<file path="config.mk">
export PLATFORM = sky130hd
export DESIGN_NAME = bresenham_line_rasterizer_top
export DESIGN_NICKNAME = d
export VERILOG_FILES = /design/src/design/blr_pkg.sv /design/src/design/blr_dp.sv /design/src/design/blr_ctrl.sv /design/src/design/bresenham_line_rasterizer_top.sv
export SDC_FILE = /design/constraint.sdc
export NUM_CORES = 1
export LEC_CHECK = 0
export ABC_CLOCK_PERIOD_IN_PS = 8300
export BUFFER_PORTS_ARGS = -buffer_cell sky130_fd_sc_hd__buf_2
export CORE_MARGIN = 4
export CORE_UTILIZATION = 40
export CTS_BUF_LIST = sky130_fd_sc_hd__clkbuf_2 sky130_fd_sc_hd__clkbuf_4 sky130_fd_sc_hd__clkbuf_8
export DETAILED_ROUTE_END_ITERATION = 7
export PLACE_DENSITY = 0.62
export SYNTH_ARGS = -nofsm -noshare
export SYNTH_HDL_FRONTEND = slang
export SYNTH_HIERARCHICAL = 1
export SYNTH_SLANG_ARGS = --single-unit
</file>
<file path="constraint.sdc">
create_clock -name clk_i -period 8.3 [get_ports clk_i]
set_clock_uncertainty 0.1 [all_clocks]
set_input_delay 0.415 -clock clk_i [delete_from_list [all_inputs] [get_ports clk_i]]
set_output_delay 0.415 -clock clk_i [all_outputs]
set_load 0.1 [all_outputs]
</file>
<file path="src/design/blr_pkg.sv">
// Shared types, constants and helpers for the line rasterizer.
package blr_pkg;

  localparam int COORD_BITS = 16;
  localparam int DELTA_W    = COORD_BITS + 1;
  localparam int ERR_W      = COORD_BITS + 2;
  localparam int DIM_W      = 15;
  localparam int CMP_W      = ((COORD_BITS > DIM_W) ? COORD_BITS : DIM_W) + 1;
  localparam int IN_DATA_W  = ((4 * COORD_BITS + 7) / 8) * 8;
  localparam int OUT_DATA_W = ((2 * COORD_BITS + 7) / 8) * 8;
  localparam int CFG_IDX_W  = 2;

  localparam logic [DIM_W-1:0] WIDTH_RESET  = DIM_W'(640);
  localparam logic [DIM_W-1:0] HEIGHT_RESET = DIM_W'(480);

  typedef logic [COORD_BITS-1:0] coord_t;
  typedef logic [DIM_W-1:0]      dim_t;

  typedef enum logic [0:0] {
    ST_READY = 1'b0,
    ST_SETUP = 1'b1
  } state_e;

  typedef enum logic [0:0] {
    CMD_START = 1'b0,
    CMD_STEP  = 1'b1
  } cmd_e;

  typedef enum logic [CFG_IDX_W-1:0] {
    CFG_IMAGE_WIDTH  = 2'd0,
    CFG_IMAGE_HEIGHT = 2'd1
  } cfg_reg_e;

  // Controller to datapath
  typedef struct packed {
    logic load_start;
    logic load_err;
    logic do_step;
  } dp_cmd_t;

  // Datapath to controller
  typedef struct packed {
    logic start_diff;
    logic step_fin;
  } dp_stat_t;

  function automatic logic inside_img(coord_t c, dim_t lim);
    logic [CMP_W-1:0] cu;
    logic [CMP_W-1:0] lu;
    cu = CMP_W'(c);
    lu = CMP_W'(lim);
    return !c[COORD_BITS-1] && (cu < lu);
  endfunction

endpackage

</file>
<file path="src/design/blr_dp.sv">
// Datapath: endpoints, deltas, error term, config registers and output payload.
module blr_dp (
  input  logic                              clk_i,
  input  logic                              rst_ni,
  input  blr_pkg::dp_cmd_t                  cmd_i,
  output blr_pkg::dp_stat_t                 stat_o,
  input  logic [blr_pkg::IN_DATA_W-1:0]     in_data_i,
  input  logic                              cfg_valid_i,
  input  logic [blr_pkg::CFG_IDX_W-1:0]     cfg_index_i,
  input  logic [blr_pkg::DIM_W-1:0]         cfg_data_i,
  output logic [blr_pkg::OUT_DATA_W-1:0]    out_data_o,
  output logic                              out_inside_o,
  output logic                              out_last_o
);
  import blr_pkg::*;

  dim_t width_q, height_q;

  coord_t cur_x_q, cur_y_q, goal_x_q, goal_y_q;
  logic [DELTA_W-1:0] adx_q, ady_q;
  logic x_neg_q, y_neg_q;
  logic signed [ERR_W-1:0] err_q;

  coord_t pix_x_q, pix_y_q;
  logic   inside_q, last_q;

  // start decode
  coord_t x0, y0, x1, y1;
  logic signed [DELTA_W-1:0] dxs, dys;
  logic [DELTA_W-1:0] adx, ady;
  logic start_diff;

  // step decode
  logic signed [ERR_W:0] e2, ndy, pdx;
  logic mv_x, mv_y;
  logic signed [ERR_W-1:0] err_n;
  coord_t nx, ny;
  logic fin;

  always_comb begin
    x0 = in_data_i[COORD_BITS-1:0];
    y0 = in_data_i[2*COORD_BITS-1:COORD_BITS];
    x1 = in_data_i[3*COORD_BITS-1:2*COORD_BITS];
    y1 = in_data_i[4*COORD_BITS-1:3*COORD_BITS];
    dxs = $signed({x1[COORD_BITS-1], x1}) - $signed({x0[COORD_BITS-1], x0});
    dys = $signed({y1[COORD_BITS-1], y1}) - $signed({y0[COORD_BITS-1], y0});
    adx = dxs[DELTA_W-1] ? DELTA_W'(-dxs) : DELTA_W'(dxs);
    ady = dys[DELTA_W-1] ? DELTA_W'(-dys) : DELTA_W'(dys);
    start_diff = (x0 != x1) || (y0 != y1);
  end

  always_comb begin
    e2    = $signed({err_q, 1'b0});
    ndy   = -$signed({2'b00, ady_q});
    pdx   = $signed({2'b00, adx_q});
    mv_x  = e2 > ndy;
    mv_y  = e2 < pdx;
    err_n = err_q - (mv_x ? $signed({1'b0, ady_q}) : '0)
                  + (mv_y ? $signed({1'b0, adx_q}) : '0);
    nx = cur_x_q;
    ny = cur_y_q;
    if (mv_x) begin
      nx = x_neg_q ? cur_x_q - 1'b1 : cur_x_q + 1'b1;
    end
    if (mv_y) begin
      ny = y_neg_q ? cur_y_q - 1'b1 : cur_y_q + 1'b1;
    end
    fin = (nx == goal_x_q) && (ny == goal_y_q);
  end

  assign stat_o.start_diff = start_diff;
  assign stat_o.step_fin   = fin;

  always_ff @(posedge clk_i or negedge rst_ni) begin
    if (!rst_ni) begin
      width_q  <= WIDTH_RESET;
      height_q <= HEIGHT_RESET;
    end else if (cfg_valid_i) begin
      case (cfg_index_i)
        CFG_IMAGE_WIDTH:  width_q  <= cfg_data_i;
        CFG_IMAGE_HEIGHT: height_q <= cfg_data_i;
        default: ;
      endcase
    end
  end

  always_ff @(posedge clk_i or negedge rst_ni) begin
    if (!rst_ni) begin
      cur_x_q  <= '0;
      cur_y_q  <= '0;
      goal_x_q <= '0;
      goal_y_q <= '0;
      adx_q    <= '0;
      ady_q    <= '0;
      x_neg_q  <= 1'b0;
      y_neg_q  <= 1'b0;
      err_q    <= '0;
      pix_x_q  <= '0;
      pix_y_q  <= '0;
      inside_q <= 1'b0;
      last_q   <= 1'b0;
    end else if (cmd_i.load_start) begin
      cur_x_q  <= x0;
      cur_y_q  <= y0;
      goal_x_q <= x1;
      goal_y_q <= y1;
      adx_q    <= adx;
      ady_q    <= ady;
      x_neg_q  <= dxs[DELTA_W-1] || (dxs == '0);
      y_neg_q  <= dys[DELTA_W-1] || (dys == '0);
      pix_x_q  <= x1;
      pix_y_q  <= y1;
      inside_q <= inside_img(x1, width_q) && inside_img(y1, height_q);
      last_q   <= !start_diff;
    end else if (cmd_i.do_step) begin
      cur_x_q  <= nx;
      cur_y_q  <= ny;
      err_q    <= err_n;
      pix_x_q  <= cur_x_q;
      pix_y_q  <= cur_y_q;
      inside_q <= inside_img(cur_x_q, width_q) && inside_img(cur_y_q, height_q);
      last_q   <= fin;
    end else if (cmd_i.load_err) begin
      err_q <= $signed({1'b0, adx_q}) - $signed({1'b0, ady_q});
    end
  end

  assign out_data_o   = OUT_DATA_W'({pix_y_q, pix_x_q});
  assign out_inside_o = inside_q;
  assign out_last_o   = last_q;

endmodule

</file>
<file path="src/design/blr_ctrl.sv">
// Controller: command decode, busy tracking, setup state and output valid.
module blr_ctrl (
  input  logic               clk_i,
  input  logic               rst_ni,
  input  logic               in_valid_i,
  output logic               in_ready_o,
  input  logic               in_cmd_i,
  output logic               out_valid_o,
  input  logic               out_ready_i,
  output blr_pkg::dp_cmd_t   cmd_o,
  input  blr_pkg::dp_stat_t  stat_i
);
  import blr_pkg::*;

  state_e state_q, state_d;
  logic   busy_q, busy_d;
  logic   out_valid_q, out_valid_d;
  logic   in_fire, is_start, is_step;

  assign in_ready_o = (state_q == ST_READY) && (!out_valid_q || out_ready_i);
  assign in_fire    = in_valid_i && in_ready_o;
  assign is_start   = in_fire && (in_cmd_i == CMD_START);
  assign is_step    = in_fire && (in_cmd_i == CMD_STEP) && busy_q;

  // next state
  always_comb begin
    state_d = state_q;
    case (state_q)
      ST_READY: if (is_start) state_d = ST_SETUP;
      ST_SETUP: state_d = ST_READY;
      default:  state_d = ST_READY;
    endcase
  end

  // outputs
  always_comb begin
    cmd_o.load_start = is_start;
    cmd_o.do_step    = is_step;
    cmd_o.load_err   = (state_q == ST_SETUP);
    busy_d = busy_q;
    if (is_start) begin
      busy_d = stat_i.start_diff;
    end else if (is_step && stat_i.step_fin) begin
      busy_d = 1'b0;
    end
    out_valid_d = (out_valid_q && !out_ready_i) || is_start || is_step;
  end

  always_ff @(posedge clk_i or negedge rst_ni) begin
    if (!rst_ni) begin
      state_q     <= ST_READY;
      busy_q      <= 1'b0;
      out_valid_q <= 1'b0;
    end else begin
      state_q     <= state_d;
      busy_q      <= busy_d;
      out_valid_q <= out_valid_d;
    end
  end

  assign out_valid_o = out_valid_q;

  a_start_setup: assert property (@(posedge clk_i) disable iff (!rst_ni)
    is_start |=> (state_q == ST_SETUP) && out_valid_q)
    else $error("start did not enter setup with a result");

  a_idle_step_silent: assert property (@(posedge clk_i) disable iff (!rst_ni)
    (in_fire && (in_cmd_i == CMD_STEP) && !busy_q && !out_valid_q) |=> !out_valid_q)
    else $error("step while idle produced an item");

  a_fin_clears_busy: assert property (@(posedge clk_i) disable iff (!rst_ni)
    (is_step && stat_i.step_fin) |=> !busy_q)
    else $error("line end left block busy");

  a_no_accept_setup: assert property (@(posedge clk_i) disable iff (!rst_ni)
    is_start |=> !in_ready_o)
    else $error("item accepted during setup");

endmodule

</file>
<file path="src/design/bresenham_line_rasterizer_top.sv">
// Top level of the line rasterizer with inside check.
// A result is registered when its item is accepted and offered in the next cycle.
// A start item is followed by a setup state that loads the error term from the deltas
//   and holds off new items; one pixel per clock while stepping and not stalled.
// Reset: image size returns to 640 x 480, the block goes idle and the output empties.
// A new item enters only while the output register is empty or drains in the same cycle.
module bresenham_line_rasterizer_top (
  input  logic                              clk_i,
  input  logic                              rst_ni,
  // input items
  input  logic                              s_axis_tvalid_i,
  output logic                              s_axis_tready_o,
  // tdata from bit 0: x_start, y_start, x_end, y_end
  input  logic [blr_pkg::IN_DATA_W-1:0]     s_axis_tdata_i,
  // tuser: cmd (0 start, 1 step)
  input  logic                              s_axis_tuser_i,
  // result items
  output logic                              m_axis_tvalid_o,
  input  logic                              m_axis_tready_i,
  // tdata from bit 0: pixel_x, pixel_y
  output logic [blr_pkg::OUT_DATA_W-1:0]    m_axis_tdata_o,
  // tuser: inside_res
  output logic                              m_axis_tuser_o,
  output logic                              m_axis_tlast_o,
  // register writes: index 0 image_width, 1 image_height
  input  logic                              cfg_valid_i,
  output logic                              cfg_ready_o,
  input  logic [blr_pkg::CFG_IDX_W-1:0]     cfg_index_i,
  input  logic [blr_pkg::DIM_W-1:0]         cfg_data_i
);
  import blr_pkg::*;

  dp_cmd_t  dp_cmd;
  dp_stat_t dp_stat;

  // Register writes are always taken.
  assign cfg_ready_o = 1'b1;

  // Controller: decode start/step, hold the busy flag, own the output valid.
  blr_ctrl u_ctrl (
    .clk_i       (clk_i),
    .rst_ni      (rst_ni),
    .in_valid_i  (s_axis_tvalid_i),
    .in_ready_o  (s_axis_tready_o),
    .in_cmd_i    (s_axis_tuser_i),
    .out_valid_o (m_axis_tvalid_o),
    .out_ready_i (m_axis_tready_i),
    .cmd_o       (dp_cmd),
    .stat_i      (dp_stat)
  );

  // Datapath: deltas, error rule, point advance, inside check, result payload.
  blr_dp u_dp (
    .clk_i        (clk_i),
    .rst_ni       (rst_ni),
    .cmd_i        (dp_cmd),
    .stat_o       (dp_stat),
    .in_data_i    (s_axis_tdata_i),
    .cfg_valid_i  (cfg_valid_i),
    .cfg_index_i  (cfg_index_i),
    .cfg_data_i   (cfg_data_i),
    .out_data_o   (m_axis_tdata_o),
    .out_inside_o (m_axis_tuser_o),
    .out_last_o   (m_axis_tlast_o)
  );

endmodule
</file>
==> impl_metrics.env, run 1 <==
export IMPL_min_from="s_axis_tdata_i[13]"
export IMPL_syn_nets=2227
export IMPL_maxCapViolations=0
export IMPL_cp_end_kind="flip-flop"
export IMPL_clock_sinks=185
export IMPL_power_mw=7.59
export IMPL_p_seq_share_pct=21.6
export IMPL_port_buffers=122
export IMPL_cts_resized_gates=0
export IMPL_areaGrowthSynthToFinish_pct=9.04
export IMPL_place_detailed_hpwl_um=39000
export IMPL_multiInputGateArea_mm2=0.0107
export IMPL_critical_path_class="reg -> reg"
export IMPL_grt_ovfl_total=0
export IMPL_route_vias_total=14400
export IMPL_drv_slew=0
export IMPL_power_share_switching_pct=53.4
export IMPL_crit_path_max_fanout=37
export IMPL_drt_iter0_markers=1054
export IMPL_drive_above_1_share_pct=11.0
export IMPL_rsz0062_at_grt="false"
export IMPL_cts_hold_buf=3
export IMPL_cts_max_level=4
export IMPL_cts_setup_buffers=0
export IMPL_synth_top_cell_area_share_pct=27.3
export IMPL_postRouteWirelength_um=49400
export IMPL_start_util_pct=40.9
export IMPL_seq_area_frac_synth_pct=28.2
export IMPL_timing_slew_headroom_pct=28.6
export IMPL_startpoint="u_dp/ady_q[2]"
export IMPL_final_common_cell="inv_1"
export IMPL_drc_errors=0
export IMPL_powerDensity_mw_per_mm2=424
export IMPL_final_cell_mix="inv_1, ha_1, dfrtp_1"
export IMPL_synth_edf_count=0
export IMPL_p_clk_share_pct=8.1
export IMPL_ios=124
export IMPL_layout_nets=2316
export IMPL_synth_top_area_cell="dfrtp_1"
export IMPL_async_flop_share_pct=100
export IMPL_final_hold_violation_count=0
export IMPL_cts_buffers=17
export IMPL_ys_seq_elements=185
export IMPL_clockRootBuffer="clkbuf_8"
export IMPL_netlist_top_cells_area="dfrtp_1, ha_1, xnor2_1"
export IMPL_grt_start_max_net_pins=106
export IMPL_synth_distinct_cells=89
export IMPL_viasPerCell=5.63
export IMPL_hold_class="in -> reg"
export IMPL_cts_tree="done"
export IMPL_peakVddDrop_uv=206
export IMPL_worstPathRequired_ps=8610
export IMPL_setup_tns_ps=0
export IMPL_coreArea_mm2=0.0402
export IMPL_grt_antenna_before_repair=2
export IMPL_fill_cells=4066
export IMPL_cts_clk_slew_worst_paths_ps=110
export IMPL_grt_pass1_wl_um=78500
export IMPL_grt_pass1_vias=14100
export IMPL_internal_power_mw=3.54
export IMPL_row_count=73
export IMPL_synth_ff_type="dfrtp_1"
export IMPL_syn_avg_cell_area_um2=8.51
export IMPL_switchingPower_mw=4.05
export IMPL_num_antenna_cells=0
export IMPL_status="complete, no violations"
export IMPL_synthCells=1930
export IMPL_reg2reg_from="u_dp/ady_q[2]"
export IMPL_synth_warning_count=6
export IMPL_min_period_over_period_pct=79.3
export IMPL_die_height_um=211
export IMPL_p_comb_share_pct=70.4
export IMPL_clockBufferDepth=2
export IMPL_syn_area_mm2=0.0164
export IMPL_dieArea_mm2=0.0444
export IMPL_p_leak_nw=8.35
export IMPL_firstDrtPassIters=6
export IMPL_period_minus_slack_ps=6580
export IMPL_arrival_ps=6890
export IMPL_detail_route_antenna_nets=0
export IMPL_regArea_mm2=0.00464
export IMPL_fmax_mhz=152
export IMPL_wire_per_inst_um=19.3
export IMPL_clock_latency_ps=510
export IMPL_setup_viol=0
export IMPL_tightest_slew_ps=1070
export IMPL_die_width_um=211
export IMPL_gp_congestion=0.934
export IMPL_track_usage_pct=22.1
export IMPL_start_kind="flip-flop"
==> Yosys cell counts, types with 7 or more instances <==
master and count:
a21oi_1 138, and3_1 8, nand3_1 21, and2_1 20
nor2_1 141, or3_1 12, nand4_1 22, nand2b_1 23
a31o_2 9, nor2b_1 19, mux2i_1 59, fa_1 22
o21ai_0 164, nor4_1 18, xnor2_1 99, nor3_1 38
clkbuf_1 51, mux2_2 20, a31oi_1 15, o21a_1 19
o21bai_1 11, buf_4 7, ha_1 188, xor2_1 48
nand2_1 163, inv_1 203, a211oi_1 38, a21o_1 37
dfrtp_1 179
==> metal layers <==
layer / global-route usage (%) / share of wire (%) / vias to the layer above
met1: 30.6 / 46 / 6937
met4: 8.23 / 3.5 / 4
met5: 0 / 0.055 / -
met2: 35.6 / 46 / 416
met3: 2.97 / 4.8 / 79
li1: - / - / 6966
==> final timing paths <==
check                                   end  slack (ps)  depth (start not counted)
setup / recovery             u_dp/err_q[17]        1720                         27
hold / removal             u_dp/cur_x_q[13]          40                          3
setup reg to reg             u_dp/err_q[17]        1720                         27
hold reg to reg            u_dp/height_q[9]         420                          1
max in group asynchronous  u_dp/goal_x_q[5]        5990                          3
min in group asynchronous     u_dp/err_q[4]         470                          2
==> logic make-up (layout without fill, tap and decap cells) <==
group	Yosys count	after routing	share of synthesized area, %
simple gates	512	512	14.8
xor+xnor	149	149	8.11
mux	79	79	4.97
other cells	1	1	0.0228
compound gates	524	524	20.4
buf+inv	270	372	6.45
fa+ha+maj	210	210	17.0
flops	185	185	28.2
==> through the flow <==
step / worst slack (ps) / utilization, % / cells / hold WS (ps) / area (um^2)
after global placement: 1850 / 43.6 / 2522 / 393 / 17500
after CTS: 1720 / 44.6 / 2557 / 1.61 / 17900
final: 1720 / 44.6 / 2557 / 38.6 / 17900
after detailed placement: 1790 / 43.6 / 2522 / 398 / 17500
after floorplan: 2240 / - / 1930 / 19.4 / 16400
after global routing: 1070 / 44.6 / 2557 / 16.2 / 17900
==> state kept, by name, indices dropped and copies added, names as in the netlist, 15 cells and up <==
name,flops
u_dp/err_q,18
u_dp/adx_q,17
u_dp/ady_q,17
u_dp/cur_x_q,16
u_dp/cur_y_q,16
u_dp/goal_x_q,16
u_dp/goal_y_q,16
u_dp/pix_x_q,16
u_dp/pix_y_q,16
u_dp/height_q,15
u_dp/width_q,15
==> area by class of cell <==
type | instances | area share [%]
Multi-Input combinational cell | 1475 | 60.0
Sequential cell | 185 | 25.9
Inverter | 204 | 4.28
Timing Repair Buffer | 136 | 4.09
Tap cell | 525 | 3.67
Clock buffer | 19 | 1.43
Clock inverter | 13 | 0.629
==> critical path: stages, from the launching register on <==
cell and delay [ps]:
dfrtp_1 420, inv_1 160, nand4_1 190, nor3_1 280
nand2_1 240, nor3_1 240, xnor2_1 150, ha_1 260
nand4_1 170, a2111oi_0 90, a2111oi_0 490, o22ai_2 150
buf_4 270, and2_1 220, fa_1 550, inv_1 60
ha_1 280, a21o_1 180, a41oi_1 270, a31oi_1 170
nor2_1 120, o21bai_1 130, o211ai_1 250, o22ai_1 140
o41ai_1 320, xor2_1 210, mux2i_1 90, a211o_1 260
==> power by group through the flow <==
stage	Clock [mW]	Sequential, mW	Combinational, mW
after floorplan	0	1.87	3.81
after global placement	0	1.64	5.17
after detailed placement	0	1.64	5.27
after CTS	0.639	1.63	5.31
after global routing	0.668	1.68	5.97
final	0.614	1.64	5.34
Note: power is estimated with default switching activity, not from simulation.
==> run 2: changes to the inputs <==
--- a/config.mk
+++ b/config.mk
@@ -5,7 +5,7 @@
 export SDC_FILE = /design/constraint.sdc
 export NUM_CORES = 1
 export LEC_CHECK = 0
-export ABC_CLOCK_PERIOD_IN_PS = 8300
+export ABC_CLOCK_PERIOD_IN_PS = 6400
 export BUFFER_PORTS_ARGS = -buffer_cell sky130_fd_sc_hd__buf_2
 export CORE_MARGIN = 4
 export CORE_UTILIZATION = 40
==> constraint.sdc (replaced) <==
create_clock -name clk_i -period 6.4 [get_ports clk_i]
set_clock_uncertainty 0.1 [all_clocks]
set_input_delay 0.32 -clock clk_i [delete_from_list [all_inputs] [get_ports clk_i]]
set_output_delay 0.32 -clock clk_i [all_outputs]
set_load 0.1 [all_outputs]
==> run 2 against run 1 <==
Design area rose by 4.2%. Flip-flop and latch count did not move. Routed wire length rose by 1.8%. Critical path type unchanged. Highest routed layer unchanged.
==> impl_metrics.env, run 2 (same netlist as run 1, synthesis figures left out) <==
export IMPL_gp_congestion=0.938
export IMPL_hold_class="in -> reg"
export IMPL_biggestRegsByFlops="u_dp/err_q (18), u_dp/adx_q (17), u_dp/ady_q (17)"
export IMPL_powerDensity_mw_per_mm2=537
export IMPL_die_width_um=211
export IMPL_period_minus_slack_ps=6080
export IMPL_drt_iter0_markers=1050
export IMPL_worst_slack_ps=316
export IMPL_crit_path_max_fanout=6
export IMPL_p_leak_nw=8.69
export IMPL_arrival_ps=6390
export IMPL_tightest_slew_ps=1030
export IMPL_final_hold_violation_count=0
export IMPL_postRouteWirelength_um=50300
export IMPL_dieArea_mm2=0.0444
export IMPL_clockRootBuffer="clkbuf_8"
export IMPL_wire_per_inst_um=19.2
export IMPL_row_count=73
export IMPL_die_height_um=211
export IMPL_instances_no_fill=2623
export IMPL_maxCapViolations=0
export IMPL_areaGrowthSynthToFinish_pct=13.7
export IMPL_ios=124
export IMPL_timing_slew_headroom_pct=31.2
export IMPL_p_seq_share_pct=21.4
export IMPL_multiInputGateArea_mm2=0.0108
export IMPL_internal_power_mw=4.70
export IMPL_clockBufferDepth=2
export IMPL_drc_errors=0
export IMPL_final_area_mm2=0.0187
export IMPL_num_antenna_cells=0
export IMPL_power_mw=10.0
export IMPL_route_vias_total=14700
export IMPL_viasPerCell=5.59
export IMPL_drv_slew=0
export IMPL_track_usage_pct=22.5
export IMPL_port_buffers=122
export IMPL_grt_antenna_before_repair=1
export IMPL_fill_cells=3934
export IMPL_largest_reg_flops=18
export IMPL_p_comb_share_pct=70.6
export IMPL_final_common_cell="inv_1"
export IMPL_post_place_ws_ps=-39.9
export IMPL_fmax_mhz=164
export IMPL_cp_end_kind="flip-flop"
export IMPL_start_kind="flip-flop"
export IMPL_regMostFlops="u_dp/err_q"
export IMPL_grt_pass1_vias=14600
export IMPL_clock_sinks=185
export IMPL_setup_tns_ps=0
export IMPL_clock_latency_ps=530
export IMPL_power_share_switching_pct=53.1
export IMPL_cts_clk_slew_worst_paths_ps=110
export IMPL_regArea_mm2=0.00464
export IMPL_peakVddDrop_uv=337
export IMPL_cts_tree="done"
export IMPL_firstDrtPassIters=5
export IMPL_cts_max_level=4
export IMPL_grt_ovfl_total=0
export IMPL_whs_ps=33.5
export IMPL_final_util_pct=46.4
export IMPL_final_cell_mix="inv_1, ha_1, dfrtp_1"
export IMPL_status="complete, no violations"
export IMPL_place_detailed_hpwl_um=38800
export IMPL_cts_buffers=17
export IMPL_p_clk_share_pct=8.0
export IMPL_grt_pass1_wl_um=80000
export IMPL_detail_route_antenna_nets=0
export IMPL_placed_area_mm2=0.0175
export IMPL_drive_above_1_share_pct=11.8
export IMPL_switchingPower_mw=5.32
export IMPL_layout_nets=2382
export IMPL_dp_cells=2522
export IMPL_critical_path_class="reg -> reg"
export IMPL_start_util_pct=40.9
export IMPL_worstPathRequired_ps=6700
export IMPL_coreArea_mm2=0.0402
export IMPL_setup_viol=0
export IMPL_min_period_over_period_pct=95.1
export IMPL_grt_start_max_net_pins=236
==> run 2: critical path: stages (launching register included) <==
cell and delay, ps:
dfrtp_1 420, inv_2 110, nand4_1 180, nor3_4 320
nand2_4 130, nor4_4 240, xnor2_1 110, ha_1 320
nand4_1 160, nor4_2 310, a32o_2 220, o22ai_2 140
and2_1 210, fa_1 550, inv_1 50, ha_1 280
a21o_1 200, a41oi_2 220, a31oi_1 160, nor2_1 120
o21bai_1 120, o211ai_1 260, o22ai_2 120, o41ai_2 330
xor2_1 210, mux2i_1 100, a211o_1 260
==> run 2: metal layers <==
layer / up-vias / track usage, % / wire length [um]
li1: 7092 / - / -
met1: 7118 / 30.6 / 23100
met2: 393 / 37.9 / 23800
met3: 61 / 2.91 / 2190
met4: 2 / 6.46 / 1160
met5: - / 0 / 13
==> run 2: layout make-up <==
type	count	share of cell area, %
clock inverter	14	0.637
timing repair buffer	202	7.45
inverter	204	4.10
tap	525	3.52
sequential	185	24.8
multi-input combinational	1475	58.1
clock buffer	18	1.33
==> run 2: path summary, 6_finish.rpt <==
path,startpoint,endpoint,slack (ps),depth (start not counted)
max in group asynchronous,rst_ni,u_ctrl/out_valid_o,4670,3
worst min register to register,u_dp/height_q[3],u_dp/height_q[3],420,1
worst min-delay path,s_axis_tdata_i[35],u_dp/pix_x_q[3],30,3
worst max register to register,u_dp/ady_q[3],u_dp/err_q[17],320,26
min in group asynchronous,rst_ni,u_dp/err_q[2],340,2
worst max-delay path,u_dp/ady_q[3],u_dp/err_q[17],320,26
==> run 2: what timing repair did <==
action,4_1_cts,5_1_grt
hold buffers,62,0
gates resized for setup,1,22
pin swaps,0,12
setup endpoints to repair,1,5
gates cloned,0,0
hold endpoints to repair,172,0
buffers inserted,0,7
==> run 2: power by group through the flow <==
| stage | Clock [mW] | Combinational, mW | Sequential [mW] |
|---|---|---|---|
| after floorplan | 0 | 4.94 | 2.43 |
| after global placement | 0 | 6.72 | 2.13 |
| after detailed placement | 0 | 6.87 | 2.14 |
| after CTS | 0.825 | 6.94 | 2.12 |
| after global routing | 0.866 | 7.89 | 2.19 |
| final | 0.803 | 7.08 | 2.15 |
